===== src/rtl/core/phase_sequence_detector_unit_macros.svh =====
// Assertion macros for the phase sequence detector unit.
// Depends on nothing; the including module must have aclk and aresetn.
`ifndef PHASE_SEQUENCE_DETECTOR_UNIT_MACROS_SVH
`define PHASE_SEQUENCE_DETECTOR_UNIT_MACROS_SVH

// Checked on every rising edge of aclk, switched off while reset is held.
`define PSD_ASSERT(label, prop, msg) \
    label: assert property (@(posedge aclk) disable iff (!aresetn) (prop)) else $error(msg);

// Checked on every rising edge of aclk, reset included.
`define PSD_ASSERT_ALWAYS(label, prop, msg) \
    label: assert property (@(posedge aclk) (prop)) else $error(msg);

`endif


===== src/rtl/core/psd_pkg.sv =====
// Package of the phase sequence detector: codes, constants and the window classifier.
// Used by psd_window, psd_decide and phase_sequence_detector_unit; depends on nothing.
package psd_pkg;

    localparam int CNT_W               = 3;
    localparam int CAPTURES_PER_WINDOW = 6;
    localparam int WIN_W               = 8;
    localparam int RUN_W               = 8;
    localparam int THR_W               = 8;

    localparam logic [THR_W-1:0] MATCH_THRESHOLD_RESET = 8'd5;
    localparam logic [THR_W-1:0] ERROR_THRESHOLD_RESET = 8'd15;
    localparam logic [RUN_W-1:0] RUN_MAX               = 8'hFF;

    // Valid windows for each phase order.
    localparam logic [WIN_W-1:0] POS_WIN_A = 8'h1E;
    localparam logic [WIN_W-1:0] POS_WIN_B = 8'h87;
    localparam logic [WIN_W-1:0] POS_WIN_C = 8'hE1;
    localparam logic [WIN_W-1:0] POS_WIN_D = 8'h78;
    localparam logic [WIN_W-1:0] REV_WIN_A = 8'h2D;
    localparam logic [WIN_W-1:0] REV_WIN_B = 8'hD2;
    localparam logic [WIN_W-1:0] REV_WIN_C = 8'h4B;
    localparam logic [WIN_W-1:0] REV_WIN_D = 8'hB4;

    typedef enum logic {
        MODE_CAPTURE  = 1'b0,
        MODE_EVALUATE = 1'b1
    } mode_t;

    typedef enum logic {
        CFG_MATCH_THRESHOLD = 1'b0,
        CFG_ERROR_THRESHOLD = 1'b1
    } cfg_index_t;

    typedef enum logic [1:0] {
        STATUS_UNKNOWN  = 2'd0,
        STATUS_POSITIVE = 2'd1,
        STATUS_REVERSE  = 2'd2,
        STATUS_LACKING  = 2'd3
    } status_t;

    typedef enum logic [1:0] {
        CLASS_ERROR    = 2'd0,
        CLASS_POSITIVE = 2'd1,
        CLASS_REVERSE  = 2'd2
    } win_class_t;

    typedef struct packed {
        status_t status;
        logic    direction;
        logic    done;
    } decision_t;

    function automatic win_class_t classify(input logic [WIN_W-1:0] win);
        win_class_t cls;
        case (win)
            POS_WIN_A, POS_WIN_B, POS_WIN_C, POS_WIN_D: cls = CLASS_POSITIVE;
            REV_WIN_A, REV_WIN_B, REV_WIN_C, REV_WIN_D: cls = CLASS_REVERSE;
            default:                                    cls = CLASS_ERROR;
        endcase
        return cls;
    endfunction

    function automatic logic [RUN_W-1:0] sat_inc(input logic [RUN_W-1:0] v);
        logic [RUN_W-1:0] r;
        r = (v == RUN_MAX) ? RUN_MAX : v + 1'b1;
        return r;
    endfunction

endpackage


===== src/rtl/core/psd_window.sv =====
// Sample window of the phase sequence detector: shift register, capture count and ready flag.
// Depends on psd_pkg.
module psd_window (
    input  logic                        aclk,
    input  logic                        aresetn,
    input  logic                        step,
    input  psd_pkg::mode_t              mode,
    input  logic [1:0]                  phase_levels,
    output logic [psd_pkg::WIN_W-1:0]   window,
    output logic                        window_ready,
    output logic                        eval_en
);

    logic [psd_pkg::WIN_W-1:0] window_reg, window_next;
    logic [psd_pkg::CNT_W-1:0] count_reg, count_next, count_inc;
    logic                      ready_reg, ready_next;
    logic                      capture_en;

    assign capture_en = step && (mode == psd_pkg::MODE_CAPTURE) && !ready_reg;
    assign eval_en    = step && (mode == psd_pkg::MODE_EVALUATE) && ready_reg;
    assign count_inc  = count_reg + 1'b1;

    always_comb begin
        window_next = window_reg;
        count_next  = count_reg;
        ready_next  = ready_reg;
        if (capture_en) begin
            window_next = {window_reg[psd_pkg::WIN_W-3:0], phase_levels};
            if (count_inc >= psd_pkg::CNT_W'(psd_pkg::CAPTURES_PER_WINDOW)) begin
                count_next = '0;
                ready_next = 1'b1;
            end else begin
                count_next = count_inc;
            end
        end else if (eval_en) begin
            ready_next = 1'b0;
        end
    end

    always_ff @(posedge aclk) begin
        if (!aresetn) begin
            window_reg <= '0;
            count_reg  <= '0;
            ready_reg  <= 1'b0;
        end else begin
            window_reg <= window_next;
            count_reg  <= count_next;
            ready_reg  <= ready_next;
        end
    end

    assign window       = window_reg;
    assign window_ready = ready_reg;

endmodule


===== src/rtl/core/psd_decide.sv =====
// Decision logic of the phase sequence detector: run counters, status, direction and done.
// Depends on psd_pkg.
module psd_decide (
    input  logic                        aclk,
    input  logic                        aresetn,
    input  logic                        eval_en,
    input  logic [psd_pkg::WIN_W-1:0]   window,
    input  logic [psd_pkg::THR_W-1:0]   match_threshold,
    input  logic [psd_pkg::THR_W-1:0]   error_threshold,
    output psd_pkg::decision_t          decision
);

    logic [psd_pkg::RUN_W-1:0] pos_run_reg, pos_run_next;
    logic [psd_pkg::RUN_W-1:0] rev_run_reg, rev_run_next;
    logic [psd_pkg::RUN_W-1:0] err_run_reg, err_run_next;
    logic [psd_pkg::RUN_W-1:0] pos_inc, rev_inc, err_inc;
    psd_pkg::decision_t        dec_reg, dec_next;
    psd_pkg::win_class_t       cls;

    assign cls     = psd_pkg::classify(window);
    assign pos_inc = psd_pkg::sat_inc(pos_run_reg);
    assign rev_inc = psd_pkg::sat_inc(rev_run_reg);
    assign err_inc = psd_pkg::sat_inc(err_run_reg);

    always_comb begin
        pos_run_next = pos_run_reg;
        rev_run_next = rev_run_reg;
        err_run_next = err_run_reg;
        dec_next     = dec_reg;
        if (eval_en) begin
            case (cls)
                psd_pkg::CLASS_POSITIVE: begin
                    dec_next.direction = 1'b1;
                    rev_run_next       = '0;
                    err_run_next       = '0;
                    if (pos_inc > match_threshold) begin
                        dec_next.status = psd_pkg::STATUS_POSITIVE;
                        dec_next.done   = 1'b1;
                        pos_run_next    = '0;
                    end else begin
                        pos_run_next = pos_inc;
                    end
                end
                psd_pkg::CLASS_REVERSE: begin
                    dec_next.direction = 1'b0;
                    pos_run_next       = '0;
                    err_run_next       = '0;
                    if (rev_inc > match_threshold) begin
                        dec_next.status = psd_pkg::STATUS_REVERSE;
                        dec_next.done   = 1'b1;
                        rev_run_next    = '0;
                    end else begin
                        rev_run_next = rev_inc;
                    end
                end
                default: begin
                    pos_run_next = '0;
                    rev_run_next = '0;
                    // A zero threshold behaves as one: the first bad window decides.
                    if (err_inc >= error_threshold) begin
                        dec_next.status = psd_pkg::STATUS_LACKING;
                        dec_next.done   = 1'b1;
                        err_run_next    = '0;
                    end else begin
                        err_run_next = err_inc;
                    end
                end
            endcase
        end
    end

    always_ff @(posedge aclk) begin
        if (!aresetn) begin
            pos_run_reg       <= '0;
            rev_run_reg       <= '0;
            err_run_reg       <= '0;
            dec_reg.status    <= psd_pkg::STATUS_UNKNOWN;
            dec_reg.direction <= 1'b1;
            dec_reg.done      <= 1'b0;
        end else begin
            pos_run_reg <= pos_run_next;
            rev_run_reg <= rev_run_next;
            err_run_reg <= err_run_next;
            dec_reg     <= dec_next;
        end
    end

    assign decision = dec_reg;

endmodule


===== src/rtl/core/phase_sequence_detector_unit.sv =====
// A result passes the input register and then the state registers before it is valid.
// With m_ready high, one transaction per cycle; the state doubles as the result register.
// The input register lets a new transaction in while a result waits on the output.
// Reset (aresetn, synchronous, active low) clears the window, counters and handshakes,
// sets thresholds to 5 and 15, status unknown, direction positive and done low.
`include "phase_sequence_detector_unit_macros.svh"

module phase_sequence_detector_unit (
    input  logic        aclk,
    input  logic        aresetn,
    input  logic        s_valid,
    output logic        s_ready,
    input  logic        s_mode,
    input  logic [1:0]  s_phase_levels,
    output logic        m_valid,
    input  logic        m_ready,
    output logic [1:0]  m_status,
    output logic        m_direction,
    output logic        m_done_res,
    output logic        m_window_ready,
    input  logic        cfg_valid,
    output logic        cfg_ready,
    input  logic        cfg_index,
    input  logic [7:0]  cfg_data
);

    logic                              in_valid_reg;
    psd_pkg::mode_t                    in_mode_reg;
    logic [1:0]                        in_levels_reg;
    logic                              out_valid_reg;
    logic                              advance;
    logic                              eval_en;
    logic                              window_ready;
    logic [psd_pkg::WIN_W-1:0]         window;
    logic [psd_pkg::THR_W-1:0]         match_thr_reg;
    logic [psd_pkg::THR_W-1:0]         error_thr_reg;
    psd_pkg::decision_t                decision;

    // The held transaction moves into the state when the result slot is free or being freed.
    assign advance   = in_valid_reg && (!out_valid_reg || m_ready);
    assign s_ready   = !in_valid_reg || advance;
    assign cfg_ready = 1'b1;

    always_ff @(posedge aclk) begin
        if (!aresetn) begin
            in_valid_reg  <= 1'b0;
            out_valid_reg <= 1'b0;
        end else begin
            if (s_ready) begin
                in_valid_reg <= s_valid;
            end
            if (advance) begin
                out_valid_reg <= 1'b1;
            end else if (m_ready) begin
                out_valid_reg <= 1'b0;
            end
        end
    end

    always_ff @(posedge aclk) begin
        if (s_valid && s_ready) begin
            in_mode_reg   <= psd_pkg::mode_t'(s_mode);
            in_levels_reg <= s_phase_levels;
        end
    end

    always_ff @(posedge aclk) begin
        if (!aresetn) begin
            match_thr_reg <= psd_pkg::MATCH_THRESHOLD_RESET;
            error_thr_reg <= psd_pkg::ERROR_THRESHOLD_RESET;
        end else if (cfg_valid && cfg_ready) begin
            case (psd_pkg::cfg_index_t'(cfg_index))
                psd_pkg::CFG_MATCH_THRESHOLD: match_thr_reg <= cfg_data;
                psd_pkg::CFG_ERROR_THRESHOLD: error_thr_reg <= cfg_data;
                default: ;
            endcase
        end
    end

    psd_window u_window (
        .aclk         (aclk),
        .aresetn      (aresetn),
        .step         (advance),
        .mode         (in_mode_reg),
        .phase_levels (in_levels_reg),
        .window       (window),
        .window_ready (window_ready),
        .eval_en      (eval_en)
    );

    psd_decide u_decide (
        .aclk            (aclk),
        .aresetn         (aresetn),
        .eval_en         (eval_en),
        .window          (window),
        .match_threshold (match_thr_reg),
        .error_threshold (error_thr_reg),
        .decision        (decision)
    );

    assign m_valid        = out_valid_reg;
    assign m_status       = decision.status;
    assign m_direction    = decision.direction;
    assign m_done_res     = decision.done;
    assign m_window_ready = window_ready;

    `PSD_ASSERT(a_done_sticky, decision.done |=> decision.done, "done flag fell without reset")
    `PSD_ASSERT(a_status_needs_done, (decision.status != psd_pkg::STATUS_UNKNOWN) |-> decision.done, "status decided without done")
    `PSD_ASSERT(a_state_holds, !advance |=> ($stable(decision) && $stable(window_ready) && $stable(window)), "state moved without a transaction")
    `PSD_ASSERT(a_ready_from_capture, (window_ready && !$past(window_ready)) |-> $past(advance && in_mode_reg == psd_pkg::MODE_CAPTURE), "window ready without a capture")
    `PSD_ASSERT_ALWAYS(a_result_waits, (out_valid_reg && !m_ready) |-> !advance, "result overwritten while waiting")

endmodule

===== config.mk =====
export PLATFORM = sky130hd
export DESIGN_NAME = phase_sequence_detector_unit
export DESIGN_NICKNAME = d
export VERILOG_FILES = /design/src/rtl/core/psd_pkg.sv /design/src/rtl/core/psd_window.sv /design/src/rtl/core/psd_decide.sv /design/src/rtl/core/phase_sequence_detector_unit.sv
export VERILOG_INCLUDE_DIRS = /design/src /design/src/rtl/core
export SDC_FILE = /design/constraint.sdc
export NUM_CORES = 1
export LEC_CHECK = 0
export ABC_CLOCK_PERIOD_IN_PS = 2800
export BUFFER_PORTS_ARGS = -buffer_cell sky130_fd_sc_hd__buf_2
export CORE_MARGIN = 3
export CORE_UTILIZATION = 55
export DETAILED_ROUTE_END_ITERATION = 16
export MAX_ROUTING_LAYER = met4
export PLACE_DENSITY = 0.76
export SYNTH_ARGS = -nofsm -noshare
export SYNTH_HDL_FRONTEND = slang
export SYNTH_SLANG_ARGS = --single-unit

===== constraint.sdc =====
create_clock -name aclk -period 2.8 [get_ports aclk]
set_input_delay 0.56 -clock aclk [delete_from_list [all_inputs] [get_ports aclk]]
set_output_delay 0.56 -clock aclk [all_outputs]
set_load 0.03 [all_outputs]

Word level (Yosys, flattened, before mapping)
Index checks and enable logic that the tools add are counted.
{"block": "op_classes", "n_addsub": 4, "multipliers": 0, "div": 0, "n_lt_le_gt_ge": 4, "eq_ne": 16, "shifts": 0, "n_mux": 25, "n_bitwise": 2, "reduce_logical": 23}
{"cell": "8-bit 2-to-1 mux", "n": 9}
{"cell": "8-bit equality test, second input constant", "n": 7}
{"cell": "8-bit by 1-bit adder with 8-bit output, second input constant", "n": 3}
{"cell": "8-bit by 7-bit equality test with 1-bit output, second input constant", "n": 2}
{"cell": "8-bit > comparator", "n": 2}
{"cell": "8-bit by 5-bit equality test with 1-bit output, second input constant", "n": 1}
{"cell": "8-bit by 6-bit equality test with 1-bit output, second input constant", "n": 1}
{"cell": "8-bit greater-or-equal comparator", "n": 1}
{"cell": "1-bit 2-to-1 mux", "n": 8}
{"cell": "2-bit case mux with 2 select lines", "n": 2}
{"cell": "2-bit AND reduction", "n": 4}
{"cell": "4-bit OR reduction", "n": 2}
{"cell": "1-bit logical AND", "n": 6}
{"cell": "2-bit 2-to-1 mux", "n": 3}
{"cell": "2-bit nonzero test", "n": 3}
{"cell": "2-bit by 1-bit != test with 1-bit output, second input constant", "n": 2}
{"cell": "1-bit case mux with 2 select lines", "n": 2}
{"cell": "4-bit AND reduction", "n": 1}
{"cell": "3-bit by 1-bit adder with 3-bit output, second input constant", "n": 1}
{"cell": "3-bit greater-or-equal comparator, second input constant", "n": 1}
{"cell": "1-bit logical NOT", "n": 3}
{"cell": "3-bit 2-to-1 mux", "n": 1}
{"cell": "3-bit nonzero test", "n": 1}
{"cell": "2-bit by 1-bit equality test with 1-bit output, second input constant", "n": 1}
{"cell": "5 further kinds", "n": 7}
{"block": "totals", "reg_bits": 61, "latch_bits": 0, "ramBits": 0, "romBits": 0, "input_bits": 17, "output_inout_bits": 8, "elab_cells": 89, "n_memories": 0}

Depth between registers and ports, before layout
Gate-level depths: netlist (run 1).
{"block": "depth", "depth_word": 7, "mapped_depth": 14, "depth_no_buf": 13}

Modules after synthesis
Synthesis (run 1) repeated with hierarchy kept, for this count alone.
{"block": "unflattened", "cells_unflattened": 464, "area_unflattened_um2": 3917.5}
{"mod": "psd_decide", "instances": 1, "cells_per_inst": 321, "area_per_inst_um2": 2509.9, "seq_area_each_um2": 560.5}
{"mod": "phase_sequence_detector_unit", "instances": 1, "cells_per_inst": 82, "area_per_inst_um2": 858.3, "seq_area_each_um2": 450.4}
{"mod": "psd_window", "instances": 1, "cells_per_inst": 61, "area_per_inst_um2": 549.3, "seq_area_each_um2": 240.2}

Least setup slack after synthesis (run 1)
Ideal clock, no wire load.
{"block": "synth_path", "path_type": "reg-to-reg", "start": "register u_decide.rev_run_reg[0] (netlist name)", "end": "register u_decide.dec_reg, in the netlist u_decide.decision[2]", "setup_time_ps": 72, "arrival_ps": 2618, "required_time_ps": 2728, "slack_ps": 111, "stages_incl_launch_ff": 15, "path_buffers": 3, "period_less_slack_ps": 2689, "cell_sequence": "dfxtp_1 ha_1 and3_1 buf_2 nand3_1 buf_2 nand2_1 ha_1 and4_1 nand4_1 o21ai_1 a21o_1 buf_6 nor4b_4 mux2i_1"}
{"block": "synth_via", "elab_chain_cells": 5, "word_cells_on_any_way": 6, "cone_classes": "1 x add/sub; 1 x order compare; 2 x eq/ne; 1 x mux; 1 x reduce/logical"}
{"item": "from (decl)", "line_no": "psd_decide.sv:14", "rtl": "logic [psd_pkg::RUN_W-1:0] rev_run_reg, rev_run_next;"}
{"item": "from (signal assigned)", "line_no": "psd_decide.sv:82", "rtl": "rev_run_reg <= rev_run_next;"}
{"item": "8-bit by 1-bit adder with 8-bit output / 8-bit equality test (equally long branches)", "line_no": "psd_pkg.sv:66", "rtl": "r = (v == RUN_MAX) ? RUN_MAX : v + 1'b1;"}
{"item": "8-bit 2-to-1 mux (*)", "line_no": "psd_pkg.sv:66"}
{"item": "8-bit > comparator (*)", "line_no": "psd_decide.sv:48", "rtl": "if (rev_inc > match_threshold) begin"}
{"item": "2-bit by 1-bit != test with 1-bit output (no source line) (*)"}
{"item": "4-bit AND reduction (no source line) (*)"}
{"item": "to (signal assigned)", "line_no": "psd_decide.sv:84", "rtl": "dec_reg <= dec_next;"}
{"item": "to (decl)", "line_no": "psd_decide.sv:17", "rtl": "psd_pkg::decision_t dec_reg, dec_next;"}
Every way passes the cells marked *; elsewhere a longest branch is shown, timed or not.
A chain may end at the register's enable or synchronous reset.

Worst setup path in the final report (run 1)
{"block": "layout_path", "start": "register u_decide.pos_run_reg[0] (netlist name)", "end": "register u_decide.dec_reg, in the netlist u_decide.decision[0]"}
{"block": "layout_via", "elab_chain_cells": 5, "word_cells_on_any_way": 6, "cone_classes": "1 x add/sub; 1 x order compare; 2 x eq/ne; 1 x mux; 1 x reduce/logical"}
{"item": "from (decl)", "line_no": "psd_decide.sv:13", "rtl": "logic [psd_pkg::RUN_W-1:0] pos_run_reg, pos_run_next;"}
{"item": "from (signal assigned)", "line_no": "psd_decide.sv:81", "rtl": "pos_run_reg <= pos_run_next;"}
{"item": "8-bit by 1-bit adder with 8-bit output / 8-bit equality test (equally long branches)", "line_no": "psd_pkg.sv:66"}
{"item": "8-bit 2-to-1 mux (*)", "line_no": "psd_pkg.sv:66"}
{"item": "8-bit > comparator (*)", "line_no": "psd_decide.sv:36", "rtl": "if (pos_inc > match_threshold) begin"}
{"item": "2-bit by 1-bit != test with 1-bit output (no source line) (*)"}
{"item": "4-bit AND reduction (no source line) (*)"}
Marked as above.

==> results of run 1 <==
## power by group
group | leakage (nW) | switching [mW] | internal (mW)
combinational | 1.20 | 0.0728 | 0.0564
clock | 0.114 | 0.361 | 0.524
sequential | 0.503 | 0.0106 | 0.892
## worst max path at each step
stage / from / end / slack, ps / cells after the start
global route: u_decide.pos_run_reg[0]$_SDFFE_PN0P_ / u_decide.decision[0]$_SDFFE_PN0P_ / -30 / 14
finish: u_decide.pos_run_reg[0]$_SDFFE_PN0P_ / u_decide.decision[0]$_SDFFE_PN0P_ / 110 / 13
CTS: u_decide.pos_run_reg[2]$_SDFFE_PN0P_ / u_decide.decision[2]$_SDFFE_PN0P_ / 10 / 9
detailed placement: u_decide.pos_run_reg[0]$_SDFFE_PN0P_ / u_decide.pos_run_reg[3]$_SDFFE_PN0P_ / 20 / 12
floorplan: u_decide.rev_run_reg[0]$_SDFFE_PN0P_ / u_decide.decision[2]$_SDFFE_PN0P_ / 110 / 14
global placement: u_decide.pos_run_reg[0]$_SDFFE_PN0P_ / u_decide.pos_run_reg[3]$_SDFFE_PN0P_ / 120 / 12
## placed cells by master (no fill, tap or decap), types with 9 or more instances in the layout
cell type / n
a31oi_1: 12
nand2_1: 62
buf_2: 23
a21boi_0: 13
mux2i_1: 11
dfxtp_1: 52
ha_1: 32
nor2b_1: 27
nor2_1: 22
and2_1: 9
clkbuf_8: 10
inv_1: 22
xnor2_1: 9
a21oi_1: 21
nand3_1: 18
buf_4: 19
nand2b_1: 13
## stage by stage
stage,worst slack (ps),utilization
finish,114,0.666
CTS,13.8,0.648
floorplan,111,-
global route,-28.2,0.666
detailed placement,20.7,0.610
global placement,116,0.610
## metal layers
| metal | vias up | share of wire |
|---|---|---|
| li1 | 1623 | - |
| met1 | 1516 | 0.48 |
| met2 | 75 | 0.46 |
| met3 | 11 | 0.042 |
| met4 | 0 | 0.014 |
| met5 | - | 0 |
## cell families (layout without fill, tap and decap cells)
kind of cell | after synthesis | after routing | share of synthesized area
other | 1 | 1 | 0.00101
adder cells (fa/ha/maj) | 33 | 33 | 0.111
flip-flops | 61 | 61 | 0.336
multiplexers | 12 | 12 | 0.0336
AO/OA/AOI/OAI | 91 | 91 | 0.169
AND/OR/NAND/NOR | 190 | 190 | 0.268
buffers and inverters | 45 | 82 | 0.0521
XOR/XNOR | 12 | 12 | 0.0283
## final cells by class
| cell class | instances | area share |
|---|---|---|
| flip-flops and latches | 61 | 0.293 |
| clock buffers | 10 | 0.0320 |
| inverters | 22 | 0.0192 |
| clock inverters | 6 | 0.0201 |
| repair buffers | 44 | 0.0652 |
| well taps | 77 | 0.0224 |
| multi-input cells | 339 | 0.548 |
## timing repair
item	4_1_cts	5_1_grt
setup endpoints to repair	2	22
resized for setup	2	26
hold buffers	0	0
pin swaps	1	10
setup buffers	2	3
## worst register-to-register path: stages, from the launching register on
cell and delay (ps):
dfxtp_2 360, ha_2 200, and3_4 210, nand2_2 80
or2_4 280, nand2b_4 80, ha_1 230, nor2b_1 130
o211ai_1 210, a21oi_2 130, nor4b_4 290, nor4b_4 100
buf_4 150, o21a_1 150
==> flow_summary.toml, run 1 <==
[final_layout]
layout.cells.non_filler = 559
multi_input_area_um2 = 2350
num-fill-cells = 496
nets = 527
regArea_um2 = 1260
num_antenna_cells = 0
drive_above_1_share = 0.189
final_cell_area_um2 = 4300
syn2layout_area_growth_pct = 15.6

[global_route]
grt-busiest-layer = "met2"
grt_max_degree = 45
track_usage = 0.226
grt_use_met2 = 0.351
use_met1 = 0.296
use_met3 = 0.0363
grt_pass1_wl_um = 13500
first_global_vias = 2985
gr-total-overflow = 0
antenna_found_initial = 0

[timing]
slew_violations = 0
worstMarginPinSlew_ps = 703
fmax_mhz = 372
clock_skew_ps = 7.20
finalSetupViolations = 0
max-slew-margin-rel = 0.531
timing.hold.ws_ps = 396
finalCritPeriodShare = 0.959
fin_tns_setup_ps = 0
finalHoldViolCount = 0
period_needed_ps = 2690

[setup_path]
crit_family = "simple AND/OR/NAND/NOR gates"
cp-start-kind = "register"
worstPathCellList = "ha_2 > and3_4 > nand2_2 > or2_4 > nand2b_4 > ha_1 > nor2b_1 > o211ai_1 > a21oi_2 > nor4b_4 > nor4b_4 > buf_4 > o21a_1"
worst-path-max-fanout = 5
path_common_cell = "nor4b_4"
regToRegSetupSlack_ps = 110
end_kind = "register"
crit_slowest_cell = "dfxtp_2"
reg2reg_to = "u_decide.decision[0]$_SDFFE_PN0P_"
worstSetupPathType = "register to register"
critPathBufInv = 1
crit_arrival_ps = 2920
cpPeakStageDelay_ps = 360
reg2reg_from = "u_decide.pos_run_reg[0]$_SDFFE_PN0P_"
reg2regPathDepth = 13
worst_ep_required_time_ps = 3030

[logic_synthesis]
yosysMostFrequentCell = "nand2_1"
synth_edf_count = 3
synth.cell_area_um2 = 3720
synth_top_area_share = 0.312
synthArstFlopShare = 0
syn_avg_cell_area_um2 = 8.36
synthDistinctLibCells = 54
ys_warn_count = 0
synth_largest_area_cell = "dfxtp_1"
netlist_instances = 445
synth_area_leaders = "dfxtp_1 (31%), ha_1 (11%), nand2_1 (6.5%)"
syn_nets = 495
synth_ff_type = "dfxtp_1"
synthTopCellsByCount = "nand2_1 (64), dfxtp_1 (58), ha_1 (33)"
yosysSeqAreaShare = 0.336
ys_ff_latch = 61

[placement]
placed_area_um2 = 3940
dp_cells = 538
hpwl_um = 5480
numPortBuffers = 23
gp_congestion = 0.797

[floorplan]
std_cell_rows = 29
ios = 25
coreArea_um2 = 6460
dieHeight_um = 88.2
die-area_um2 = 7790
start_util = 0.576
die_w_um = 88.2

[routing]
drt_wl_total_um = 7990
routedWlPerCell_um = 14.3
dr.pass1.iters = 5
detail-route-antenna-nets = 0
avgViaCountPerCell = 5.77
dr.first_iter.drc_count = 217
post-route-drc-count = 0
vias = 3225

[power_and_ir_drop]
p_total_mw = 1.92
vdd_drop_max_mv = 0.376
power_density_nw_per_um2 = 446
p_leak_nw = 1.82

[worst_hold_path]
hold_class = "input port to register"
holdCritStartpoint = "s_phase_levels[1]"
hold_depth = 1
min_to = "in_levels_reg[1]$_DFFE_PP_"

[clock_network]
cts_buffers = 9
htreeDepth = 3
clk_pin_slew_ps = 70
clk_latency_ps = 340
ctsRootBufferMaster = "clkbuf_8"
cts_sinks = 61
clock_path_buffers = 2
tritoncts = "done"

[outcome]
status = "finished, final reports clean"

[job]
max_cap_violations = 0
No activity file was read; power rests on OpenSTA's default activity.
==> inputs of run 2 (changes only) <==
--- a/config.mk
+++ b/config.mk
@@ -6,13 +6,13 @@
 export SDC_FILE = /design/constraint.sdc
 export NUM_CORES = 1
 export LEC_CHECK = 0
-export ABC_CLOCK_PERIOD_IN_PS = 2800
+export ABC_CLOCK_PERIOD_IN_PS = 2650
 export BUFFER_PORTS_ARGS = -buffer_cell sky130_fd_sc_hd__buf_2
 export CORE_MARGIN = 3
 export CORE_UTILIZATION = 55
 export DETAILED_ROUTE_END_ITERATION = 16
 export MAX_ROUTING_LAYER = met4
-export PLACE_DENSITY = 0.76
+export PLACE_DENSITY = 0.74
 export SYNTH_ARGS = -nofsm -noshare
 export SYNTH_HDL_FRONTEND = slang
 export SYNTH_SLANG_ARGS = --single-unit
==> constraint.sdc (replaced) <==
create_clock -name aclk -period 2.65 [get_ports aclk]
set_input_delay 0.53 -clock aclk [delete_from_list [all_inputs] [get_ports aclk]]
set_output_delay 0.53 -clock aclk [all_outputs]
set_load 0.03 [all_outputs]
==> run 2 against run 1 <==
  * Core utilization up 5.2 points
  * Maximum frequency up 4.2%
  * Largest power group unchanged
  * Wire length up 11%
  * Global-route usage up 1.4 points
  * Worst setup slack worse by 41 ps
  * Sequential share of layout area down 2.0 points
  * Power down 2.5%
==> flow_summary.toml, run 2 (synthesis gave the netlist of run 1 again) <==
[outcome]
status = "finished, final reports clean"

[clock_network]
cts_hold_buf = 0
clock_path_buffers = 2
clk_latency_ps = 350
ctsRootBufferMaster = "clkbuf_8"
tritoncts = "done"
cts_buffers = 9
htreeDepth = 3
cts_sinks = 61
clk_pin_slew_ps = 70

[floorplan]
std_cell_rows = 29
die_w_um = 88.2
die-area_um2 = 7790
dieHeight_um = 88.2
ios = 25
coreArea_um2 = 6460
start_util = 0.576

[power_and_ir_drop]
p_comb_frac = 0.078
p_leak_nw = 1.95
power.net_switching_mw = 0.474
clkPwrFrac = 0.413
seqPwrFrac = 0.510
power_density_nw_per_um2 = 403
p_int_mw = 1.39
vdd_drop_max_mv = 0.394
switching_share = 0.254

[global_route]
track_usage = 0.240
grt_pass1_wl_um = 14400
gr-total-overflow = 0
antenna_found_initial = 0
first_global_vias = 3193
grt_max_degree = 38

[setup_path]
cp-start-kind = "register"
worstSetupPathType = "register to register"
crit_slowest_cell = "nor4b_4"
cpPeakStageDelay_ps = 380
end_kind = "register"
regToRegSetupSlack_ps = 70
worstPathCellList = "ha_4 > buf_4 > nand3_1 > and4_1 > nor2_2 > ha_1 > and4_1 > nand4_1 > o21ai_1 > a21o_1 > nor4b_4 > mux2i_1"
worst_ep_required_time_ps = 2930
reg2regPathDepth = 12
worst-path-max-fanout = 4
path_common_cell = "and4_1"
crit_arrival_ps = 2860

[worst_hold_path]
hold_class = "input port to register"
hold_depth = 1

[final_layout]
drive_above_1_share = 0.265
multi_input_area_um2 = 2520
syn2layout_area_growth_pct = 24.6
num-fill-cells = 473
regArea_um2 = 1270
layout.cells.non_filler = 582
nets = 550
final_cell_mix = "nand2_1 (60), dfxtp_1 (50), buf_4 (38)"
num_antenna_cells = 0
final_common_cell = "nand2_1"

[placement]
numPortBuffers = 23
dp_cells = 554
post-place-ws_ps = -124
gp_congestion = 0.945
hpwl_um = 5900

[timing]
period_needed_ps = 2580
finalSetupViolations = 0
layout_setup_ws_ps = 73.0
finalHoldViolCount = 0
clock_skew_ps = 7.56
finalCritPeriodShare = 0.972
slew_violations = 0
rsz0062_at_grt = "true"
max-slew-margin-rel = 0.611
worstMarginPinSlew_ps = 582
fmax_mhz = 388

[routing]
detail-route-antenna-nets = 0
dr.first_iter.drc_count = 157
vias = 3311
avgViaCountPerCell = 5.69
drt_wl_total_um = 8840
post-route-drc-count = 0
dr.pass1.iters = 4
routedWlPerCell_um = 15.2

[job]
max_cap_violations = 0
-- run 2: cell type report --
type                    count  area share
multi-input cells         339       0.545
flip-flops and latches     61       0.274
repair buffers             67       0.103
clock buffers              11      0.0327
well taps                  77      0.0208
inverters                  22      0.0178
clock inverters             5     0.00729
-- run 2: per-stage QoR --
step | instance area (um^2) | util | setup TNS, ps | hold WS (ps) | total power [mW]
after global placement | 4060 | 0.629 | -8.00 | 455 | 1.10
after detailed placement | 4060 | 0.629 | -662 | 463 | 1.11
after CTS | 4330 | 0.670 | 0 | 344 | 1.88
after global routing | 4630 | 0.717 | -812 | 339 | 1.94
after floorplan | 3720 | - | 0 | 443 | 1.06
final | 4630 | 0.717 | 0 | 356 | 1.87
-- run 2: what timing repair did --
action | in CTS | in global routing
setup endpoints to repair | 11 | 27
setup buffers | 2 | 10
pin swaps | 7 | 28
resized for setup | 13 | 47
-- run 2: power groups by stage --
stage                     combinational, mW  clock, mW  sequential, mW
after global routing                  0.162      0.827           0.954
final                                 0.145      0.771           0.952
after detailed placement              0.130          0           0.976
after floorplan                      0.0899          0           0.975
after CTS                             0.137      0.786           0.955
after global placement                0.125          0           0.975
-- run 2: per-layer routing --
layer | vias to the layer above | track usage | share of wire
li1 | 1666 | - | -
met5 | - | - | 0
met4 | 0 | 0.0618 | 0.0084
met3 | 5 | 0.0624 | 0.043
met2 | 73 | 0.387 | 0.50
met1 | 1567 | 0.300 | 0.45
-- run 2: critical path, delay by kind of cell, from the launching register on --
| kind | cells | cell delay (ps) |
|---|---|---|
| AOI/OAI and AO/OA | 2 | 260 |
| adders and majority gates | 2 | 400 |
| buffers and inverters | 1 | 120 |
| DFF | 1 | 370 |
| muxes | 1 | 210 |
| and+or+nand+nor | 6 | 1150 |
-- run 2: worst paths after layout --
check,from,endpoint
worst max register to register,u_decide.rev_run_reg[1]$_SDFFE_PN0P_,u_decide.decision[3]$_SDFFE_PN0P_
worst min-delay path,s_phase_levels[1],in_levels_reg[1]$_DFFE_PP_
worst max-delay path,u_decide.rev_run_reg[1]$_SDFFE_PN0P_,u_decide.decision[3]$_SDFFE_PN0P_
worst min register to register,match_thr_reg[3]$_SDFFE_PN0P_,match_thr_reg[3]$_SDFFE_PN0P_
